**config.mk**
```make
export PLATFORM = sky130hd
export DESIGN_NAME = sorted_list_insert_remove
export DESIGN_NICKNAME = d
export VERILOG_FILES = /design/src/rtl/sli_pkg.sv /design/src/rtl/sli_ctrl.sv /design/src/rtl/sli_datapath.sv /design/src/rtl/sorted_list_insert_remove.sv
export SDC_FILE = /design/constraint.sdc
export NUM_CORES = 2
export LEC_CHECK = 0
export BUFFER_PORTS_ARGS = -buffer_cell sky130_fd_sc_hd__buf_2
export CAP_MARGIN = 20
export CORE_MARGIN = 2
export CORE_UTILIZATION = 55
export CTS_BUF_LIST = sky130_fd_sc_hd__clkbuf_4
export DETAILED_ROUTE_END_ITERATION = 8
export PLACE_DENSITY = 0.74
export SKIP_LAST_GASP = 1
export SLEW_MARGIN = 5
export SYNTH_ARGS = -nofsm -noshare
export SYNTH_HDL_FRONTEND = slang
export SYNTH_SLANG_ARGS = --single-unit
```
**constraint.sdc**
```tcl
create_clock -name clk -period 5.05 [get_ports clk]
set_input_delay 0.505 -clock clk [delete_from_list [all_inputs] [get_ports clk]]
set_output_delay 0.505 -clock clk [all_outputs]
set_load 0.01 [all_outputs]
```
**src/rtl/sli_pkg.sv**
```systemverilog
// Shared types and constants for the sorted list insert/remove block.
// Used by the controller, the datapath, the top level and the checker.
`timescale 1ns / 1ps

package sli_pkg;

	localparam int DEPTH = 16;
	localparam int IDX_W = (DEPTH > 1) ? $clog2(DEPTH) : 1;
	localparam int CNT_W = $clog2(DEPTH + 1);

	localparam int VALUE_W    = 32;
	localparam int STATUS_W   = 2;
	localparam int POSITION_W = 4;
	localparam int COUNT_W    = 5;

	typedef enum logic {
		REQ_INSERT = 1'b0,
		REQ_REMOVE = 1'b1
	} req_t;

	typedef enum logic [STATUS_W-1:0] {
		STAT_DONE      = 2'd0,
		STAT_NOT_FOUND = 2'd1,
		STAT_FULL      = 2'd2
	} stat_t;

	typedef enum logic [1:0] {
		ST_IDLE,
		ST_CMP,
		ST_FIND,
		ST_UPD
	} state_t;

	// Commands from the controller to the datapath.
	typedef struct packed {
		logic load;
		logic compare;
		logic find;
		logic update;
	} cmd_t;

	// Status from the datapath to the controller.
	typedef struct packed {
		logic full_insert;
	} dp_status_t;

endpackage

```
**src/rtl/sli_ctrl.sv**
```systemverilog
// Controller state machine for the sorted list block.
// Depends on sli_pkg for the state, command and status types.
`timescale 1ns / 1ps

module sli_ctrl (
	input  logic                clk,
	input  logic                arst_n,
	input  logic                in_valid,
	output logic                in_ready,
	output logic                out_valid,
	input  logic                out_ready,
	input  sli_pkg::dp_status_t dp_status,
	output sli_pkg::cmd_t       cmd
);
	import sli_pkg::*;

	state_t state_q;
	state_t state_d;
	logic   out_valid_q;
	logic   slot_free;

	assign slot_free = !out_valid_q || out_ready;
	assign out_valid = out_valid_q;

	always_ff @(posedge clk or negedge arst_n) begin
		if (!arst_n) begin
			state_q     <= ST_IDLE;
			out_valid_q <= 1'b0;
		end else begin
			state_q <= state_d;
			if (cmd.update) begin
				out_valid_q <= 1'b1;
			end else if (out_ready) begin
				out_valid_q <= 1'b0;
			end
		end
	end

	always_comb begin
		state_d     = state_q;
		cmd         = '0;
		in_ready    = 1'b0;
		case (state_q)
			ST_IDLE: begin
				in_ready = 1'b1;
				if (in_valid) begin
					cmd.load = 1'b1;
					state_d  = ST_CMP;
				end
			end
			ST_CMP: begin
				cmd.compare = 1'b1;
				// A full insert needs no search.
				state_d = dp_status.full_insert ? ST_UPD : ST_FIND;
			end
			ST_FIND: begin
				cmd.find = 1'b1;
				state_d  = ST_UPD;
			end
			ST_UPD: begin
				if (slot_free) begin
					cmd.update = 1'b1;
					state_d    = ST_IDLE;
				end
			end
			default: begin
				state_d = ST_IDLE;
			end
		endcase
	end

endmodule

```
**src/rtl/sli_datapath.sv**
```systemverilog
// Datapath of the sorted list block: entry cells, compare row, position
// encoder and the result register. Depends on sli_pkg.
`timescale 1ns / 1ps

module sli_datapath (
	input  logic                          clk,
	input  logic                          arst_n,
	input  sli_pkg::cmd_t                 cmd,
	output sli_pkg::dp_status_t           dp_status,
	input  logic                          req_type,
	input  logic signed [31:0]            value,
	output logic [1:0]                    status,
	output logic [3:0]                    position,
	output logic [4:0]                    count,
	output logic signed [31:0]            smallest
);
	import sli_pkg::*;

	logic                      req_q;
	logic signed [VALUE_W-1:0] val_q;
	logic signed [VALUE_W-1:0] entries_q [DEPTH];
	logic [CNT_W-1:0]          count_q;
	logic [DEPTH-1:0]          hit_q;
	logic [IDX_W-1:0]          pos_q;
	logic                      found_q;

	logic [STATUS_W-1:0]       status_q;
	logic [POSITION_W-1:0]     position_q;
	logic [COUNT_W-1:0]        count_out_q;
	logic signed [VALUE_W-1:0] smallest_q;

	logic                      full;
	logic                      full_insert;
	logic [DEPTH-1:0]          hit_d;
	logic [IDX_W-1:0]          pos_d;
	logic signed [VALUE_W-1:0] new_e [DEPTH];
	logic [CNT_W-1:0]          count_d;
	logic                      apply;
	logic signed [VALUE_W-1:0] small_now;
	logic signed [VALUE_W-1:0] small_new;

	assign full        = (count_q == CNT_W'(DEPTH));
	assign full_insert = (req_q == REQ_INSERT) && full;
	assign dp_status.full_insert = full_insert;

	// Compare row: one compare per cell, only for occupied cells.
	always_comb begin
		for (int k = 0; k < DEPTH; k++) begin
			if (req_q == REQ_INSERT) begin
				hit_d[k] = (CNT_W'(k) < count_q) && (entries_q[k] >= val_q);
			end else begin
				hit_d[k] = (CNT_W'(k) < count_q) && (entries_q[k] == val_q);
			end
		end
	end

	// Position of the first hit; an insert with no hit goes to the end.
	always_comb begin
		if (req_q == REQ_INSERT) begin
			pos_d = count_q[IDX_W-1:0];
		end else begin
			pos_d = '0;
		end
		for (int k = DEPTH - 1; k >= 0; k--) begin
			if (hit_q[k]) begin
				pos_d = IDX_W'(k);
			end
		end
	end

	// Next contents of the cells after the shift.
	always_comb begin
		apply = !full_insert && ((req_q == REQ_INSERT) || found_q);
		for (int k = 0; k < DEPTH; k++) begin
			if (req_q == REQ_INSERT) begin
				if (IDX_W'(k) < pos_q) begin
					new_e[k] = entries_q[k];
				end else if (IDX_W'(k) == pos_q) begin
					new_e[k] = val_q;
				end else begin
					new_e[k] = entries_q[(k + DEPTH - 1) % DEPTH];
				end
			end else begin
				if (IDX_W'(k) < pos_q || k == DEPTH - 1) begin
					new_e[k] = entries_q[k];
				end else begin
					new_e[k] = entries_q[(k + 1) % DEPTH];
				end
			end
		end
		if (req_q == REQ_INSERT) begin
			count_d = count_q + CNT_W'(1);
		end else begin
			count_d = count_q - CNT_W'(1);
		end
		small_now = (count_q != '0) ? entries_q[0] : '0;
		small_new = (count_d != '0) ? new_e[0] : '0;
	end

	always_ff @(posedge clk or negedge arst_n) begin
		if (!arst_n) begin
			count_q <= '0;
		end else if (cmd.update && apply) begin
			count_q <= count_d;
		end
	end

	always_ff @(posedge clk) begin
		if (cmd.load) begin
			req_q <= req_type;
			val_q <= value;
		end
		if (cmd.compare) begin
			hit_q <= hit_d;
		end
		if (cmd.find) begin
			pos_q   <= pos_d;
			found_q <= |hit_q;
		end
		if (cmd.update) begin
			if (apply) begin
				for (int k = 0; k < DEPTH; k++) begin
					entries_q[k] <= new_e[k];
				end
				status_q    <= STAT_DONE;
				position_q  <= POSITION_W'(pos_q);
				count_out_q <= COUNT_W'(count_d);
				smallest_q  <= small_new;
			end else begin
				status_q    <= full_insert ? STAT_FULL : STAT_NOT_FOUND;
				position_q  <= '0;
				count_out_q <= COUNT_W'(count_q);
				smallest_q  <= small_now;
			end
		end
	end

	assign status   = status_q;
	assign position = position_q;
	assign count    = count_out_q;
	assign smallest = smallest_q;

endmodule

```
**src/rtl/sorted_list_insert_remove.sv**
```systemverilog
// Sorted list insert/remove: each request runs through the controller sequence load,
// compare row, position encode, shift; an insert into a full store skips the encode.
// Each request is finished by its shift before the next one is taken.
// A new request is taken while the previous result still waits in the output register.
// Reset (arst_n low) empties the store and drops any pending result; entry contents
// are left as they were and are only read once written.
`timescale 1ns / 1ps

module sorted_list_insert_remove (
	input  logic               clk,
	input  logic               arst_n,
	input  logic               in_valid,
	output logic               in_ready,
	input  logic               req_type,
	input  logic signed [31:0] value,
	output logic               out_valid,
	input  logic               out_ready,
	output logic [1:0]         status,
	output logic [3:0]         position,
	output logic [4:0]         count,
	output logic signed [31:0] smallest
);
	import sli_pkg::*;

	// The controller sequences each request through the datapath. It only
	// issues the update step when the output register is free or is being
	// emptied in the same cycle, so no result is ever overwritten.
	cmd_t       cmd;
	dp_status_t dp_status;

	sli_ctrl u_ctrl (
		.clk       (clk),
		.arst_n    (arst_n),
		.in_valid  (in_valid),
		.in_ready  (in_ready),
		.out_valid (out_valid),
		.out_ready (out_ready),
		.dp_status (dp_status),
		.cmd       (cmd)
	);

	// The datapath holds the ordered entries as a row of cells. Each cell
	// compares itself against the request value in parallel; the first hit
	// gives the position, and every cell then takes its own value, the
	// request value, or a neighbor's value in a single shift.
	sli_datapath u_dp (
		.clk       (clk),
		.arst_n    (arst_n),
		.cmd       (cmd),
		.dp_status (dp_status),
		.req_type  (req_type),
		.value     (value),
		.status    (status),
		.position  (position),
		.count     (count),
		.smallest  (smallest)
	);

endmodule

```
==> qor.json <==
{
  "outcome": {
    "run_status": "finished clean"
  },
  "cts": {
    "clock_sinks": 617,
    "cts_repair_resize_count": 0,
    "clock-root-buffer": "sky130_fd_sc_hd__clkbuf_4",
    "cts_tree": "built",
    "ctsHtreeMaxLevel": 4,
    "tritoncts.num_buffers": 173,
    "path_clk_slew_ns": 0.08,
    "clk-insertion-delay-late_ns": 1.05,
    "max-clock-path-buffers": 3
  },
  "die": {
    "floorplan.die_area_mm2": 0.0776,
    "die_extent_in_y_um": 279,
    "die_width_um": 279,
    "floorplan.rows": 100,
    "floorplan.initialDensity": 0.556,
    "fp.coreArea_mm2": 0.0746,
    "pin_count": 82
  },
  "worst_setup_path": {
    "cp_cell_sequence": "inv_1, ha_1, nand4_1, nor4_1, o21ai_0, a31o_2, nand3_1, a21oi_1, a2bb2oi_1",
    "cp_data_required_time_ns": 5.78,
    "worst_path_dominant_cell_family": "compound AO/OA/AOI/OAI gates",
    "timing.setup.critical_path_class": "reg2reg",
    "start_kind": "flip-flop",
    "critical-path-max-stage-delay_ns": 0.71,
    "slowest_stage": "sky130_fd_sc_hd__edfxtp_1",
    "cp_max_fo": 12,
    "critical_path.endpoint_type": "flip-flop",
    "worst-endpoint-arrival_ns": 4.56,
    "path_buf_inv": 1
  },
  "global_route": {
    "grt_first_pass_wirelength_um": 182000,
    "grt_start_max_net_pins": 257,
    "globalRouteOverflowTotal": 0,
    "track_usage": 0.298,
    "antenna_found_initial": 2,
    "first_global_vias": 32599
  },
  "timing": {
    "rsz0062_at_grt": "no",
    "maxSlewHeadroom": 0.267,
    "setup_slack_ns": 1.22,
    "fin_worst_skew_ns": 0.0558,
    "fin_hold_ws_ns": 0.189,
    "timing.final.crit_share": 0.758,
    "worst_pin_slew_ns": 1.07,
    "timing.final.setup_violations": 0,
    "timing_hold_violations_final": 0,
    "report.final.slew_viol_count": 0,
    "max_freq_ghz": 0.261,
    "timing.setup.tns_ns": 0,
    "finalCriticalPeriod_ns": 3.83
  },
  "logic_synthesis": {
    "synthesis.instances": 4147,
    "mappedNetlistArea_mm2": 0.0415,
    "synth-compound-area-share": 0.146,
    "syn-num-nets": 4703,
    "synth_simple_gate_area_frac": 0.131,
    "ys_async_sr_fraction": 0.0130,
    "post_synth_mux_area_share": 0.0875,
    "yosysTopAreaCellShare": 0.441,
    "register_bit_total_from_synthesis": 617,
    "yosysUniqueCellTypes": 71,
    "ys_top_cells_by_area": "sky130_fd_sc_hd__edfxtp_1 (44%), sky130_fd_sc_hd__ha_1 (16%), sky130_fd_sc_hd__mux2i_1 (8.6%), sky130_fd_sc_hd__o21ai_0 (6.4%), sky130_fd_sc_hd__nand2_1 (6.2%)",
    "synthAdderAreaFrac": 0.157,
    "synth_area_per_cell_um2": 10.0,
    "synth_edf_count": 609,
    "combinational_family_with_the_most_area_after_synthesis": "adder cells",
    "synth_top_flop_cell": "sky130_fd_sc_hd__edfxtp_1",
    "yosysSeqAreaShare": 0.446,
    "xor_xnor_share_of_the_synthesized_area": 0.00211,
    "ys.warnings.count": 0,
    "post-synth-top-area-cell": "sky130_fd_sc_hd__edfxtp_1"
  },
  "layout": {
    "area_growth_pct": 9.55,
    "num-fill-cells": 6218,
    "drive_gt1_frac": 0.109,
    "layout.core_utilization": 0.609,
    "non_filler_instances": 5385,
    "finish.net_count": 4847
  },
  "power_and_ir_drop": {
    "ir_drop_mv": 0.232,
    "powerDensity_mw_per_mm2": 471,
    "leakagePower_nw": 17.6
  },
  "routing": {
    "drcViolationCount": 0,
    "drt_pass1_iterations": 6,
    "drt_wl_total_um": 117000,
    "drt-vias-per-instance": 6.28,
    "vias": 33818,
    "drt-wirelength-per-cell_um": 21.8,
    "drt_iter0_drc": 3420,
    "antenna_left": 0
  },
  "placed_design": {
    "io_buffer_count": 81,
    "gpl.final_weighted_congestion": 0.935,
    "place.detailed.hpwl_um": 83000,
    "placed_cells": 5047,
    "place_worst_setup_slack_ns": 1.36
  },
  "worst_hold_path": {
    "worst_hold_path_type": "in2reg"
  },
  "run": {
    "max_cap_viol_count": 0
  }
}
[cell type report]
| cell class | count | area, µm² | share of cell area |
|---|---|---|---|
| multi-input cells | 3227 | 21900 | 0.482 |
| flip-flops and latches | 617 | 18500 | 0.407 |
| clock buffers | 246 | 1850 | 0.0407 |
| repair buffers | 201 | 1440 | 0.0316 |
| well taps | 969 | 1210 | 0.0267 |
| clock inverters | 49 | 273 | 0.00600 |
| inverters | 71 | 267 | 0.00587 |
| diodes | 5 | 12.5 | 0.000275 |
[cell families (layout without fill, tap and decap cells)]
group	after synthesis	count (layout)
AOI/OAI and AO/OA	1101	1101
xor gates and xnor gates	10	10
adders and majority gates	519	519
buffers and inverters	303	567
DFF	617	617
muxes	362	362
other	0	5
and+or+nand+nor	1235	1235
[state kept, by name, summed over array words and instances, names as in the netlist]
register          cells
u_ctrl.state_q        2
u_dp.hit_q           16
u_dp.pos_q            4
u_dp.position         4
u_dp.entries_q      512
u_dp.val_q           32
u_dp.count            5
u_dp.count_q          5
u_dp.found_q          1
u_ctrl.out_valid      1
u_dp.req_q            1
u_dp.smallest        32
u_dp.status           2
[layout by cell type (no fill, tap or decap), types with 19 or more instances in the layout]
cell type                         n
sky130_fd_sc_hd__o21ai_0        534
sky130_fd_sc_hd__nand2b_1        43
sky130_fd_sc_hd__ha_1           519
sky130_fd_sc_hd__buf_4           80
sky130_fd_sc_hd__inv_1           71
sky130_fd_sc_hd__nand4_1         96
sky130_fd_sc_hd__mux2i_1        358
sky130_fd_sc_hd__clkinv_1        34
sky130_fd_sc_hd__a21oi_1        371
sky130_fd_sc_hd__clkbuf_4       246
sky130_fd_sc_hd__nor3_1          24
sky130_fd_sc_hd__buf_2           81
sky130_fd_sc_hd__dlygate4sd3_1   37
sky130_fd_sc_hd__a211oi_1        21
sky130_fd_sc_hd__edfxtp_1       609
sky130_fd_sc_hd__a21o_1          43
sky130_fd_sc_hd__nand3_1         47
sky130_fd_sc_hd__nand2_1        688
sky130_fd_sc_hd__nor2b_1         26
sky130_fd_sc_hd__nor2_1         215
sky130_fd_sc_hd__nor4_1          19
sky130_fd_sc_hd__o211ai_1        29
[per-stage QoR]
| step | cell area (µm²) | power (mW) |
|---|---|---|
| after detailed placement | 42900 | 16.6 |
| after CTS | 45400 | 21.3 |
| after global placement | 42900 | 16.3 |
| after global routing | 45400 | 22.7 |
| after floorplan | 41500 | 13.9 |
| final | 45400 | 21.4 |
[worst paths after layout]
check	from	end	slack, ns	cells past startpoint
max in group asynchronous	arst_n	u_dp.count_q[4]	4.26	3
worst min-delay path	value[3]	u_dp.val_q[3]	0.19	2
min in group asynchronous	arst_n	u_dp.count_q[2]	0.46	3
worst max register to register	u_dp.val_q[14]	u_dp.hit_q[0]	1.22	9
worst max-delay path	u_dp.val_q[14]	u_dp.hit_q[0]	1.22	9
worst min register to register	u_ctrl.out_valid	u_ctrl.out_valid	0.56	2
[report_power, final]
part / internal, mW / total (mW) / switching (mW)
registers: 7.51 / 8.64 / 1.14
clock network: 2.33 / 4.63 / 2.29
logic: 2.92 / 8.11 / 5.19
total: 12.8 / 21.4 / 8.62
[synthesized netlist by cell type (11+ instances only)]
library cell and n:
sky130_fd_sc_hd__nand2_1 688, sky130_fd_sc_hd__nand2b_1 43, sky130_fd_sc_hd__buf_4 13, sky130_fd_sc_hd__clkbuf_1 151
sky130_fd_sc_hd__ha_1 519, sky130_fd_sc_hd__o211ai_1 29, sky130_fd_sc_hd__a211oi_1 23, sky130_fd_sc_hd__a221oi_1 16
sky130_fd_sc_hd__nor2b_1 27, sky130_fd_sc_hd__a21oi_1 375, sky130_fd_sc_hd__nand4_1 96, sky130_fd_sc_hd__nor3_1 27
sky130_fd_sc_hd__nor4_1 19, sky130_fd_sc_hd__and2_1 11, sky130_fd_sc_hd__inv_1 71, sky130_fd_sc_hd__a31oi_1 15
sky130_fd_sc_hd__nor2_1 223, sky130_fd_sc_hd__buf_2 51, sky130_fd_sc_hd__nand3_1 48, sky130_fd_sc_hd__buf_1 14
sky130_fd_sc_hd__mux2i_1 358, sky130_fd_sc_hd__a21o_1 43, sky130_fd_sc_hd__o21ai_0 534, sky130_fd_sc_hd__edfxtp_1 609
[routing by layer]
metal,track usage,share of wire,wire [µm],up-vias
li1,-,-,-,15837
met1,0.410,0.43,50700,16289
met2,0.476,0.46,54300,1498
met3,0.0537,0.079,9320,194
met4,0.102,0.025,2940,0
met5,0,0,0,-
[timing repair]
action / in CTS / in global routing
buffers inserted: 0 / 0
hold buffers: 37 / 0
hold endpoints to repair: 44 / 0
endpoints found under the setup margin: 0 / 0
(Power assumes the default switching activity.)
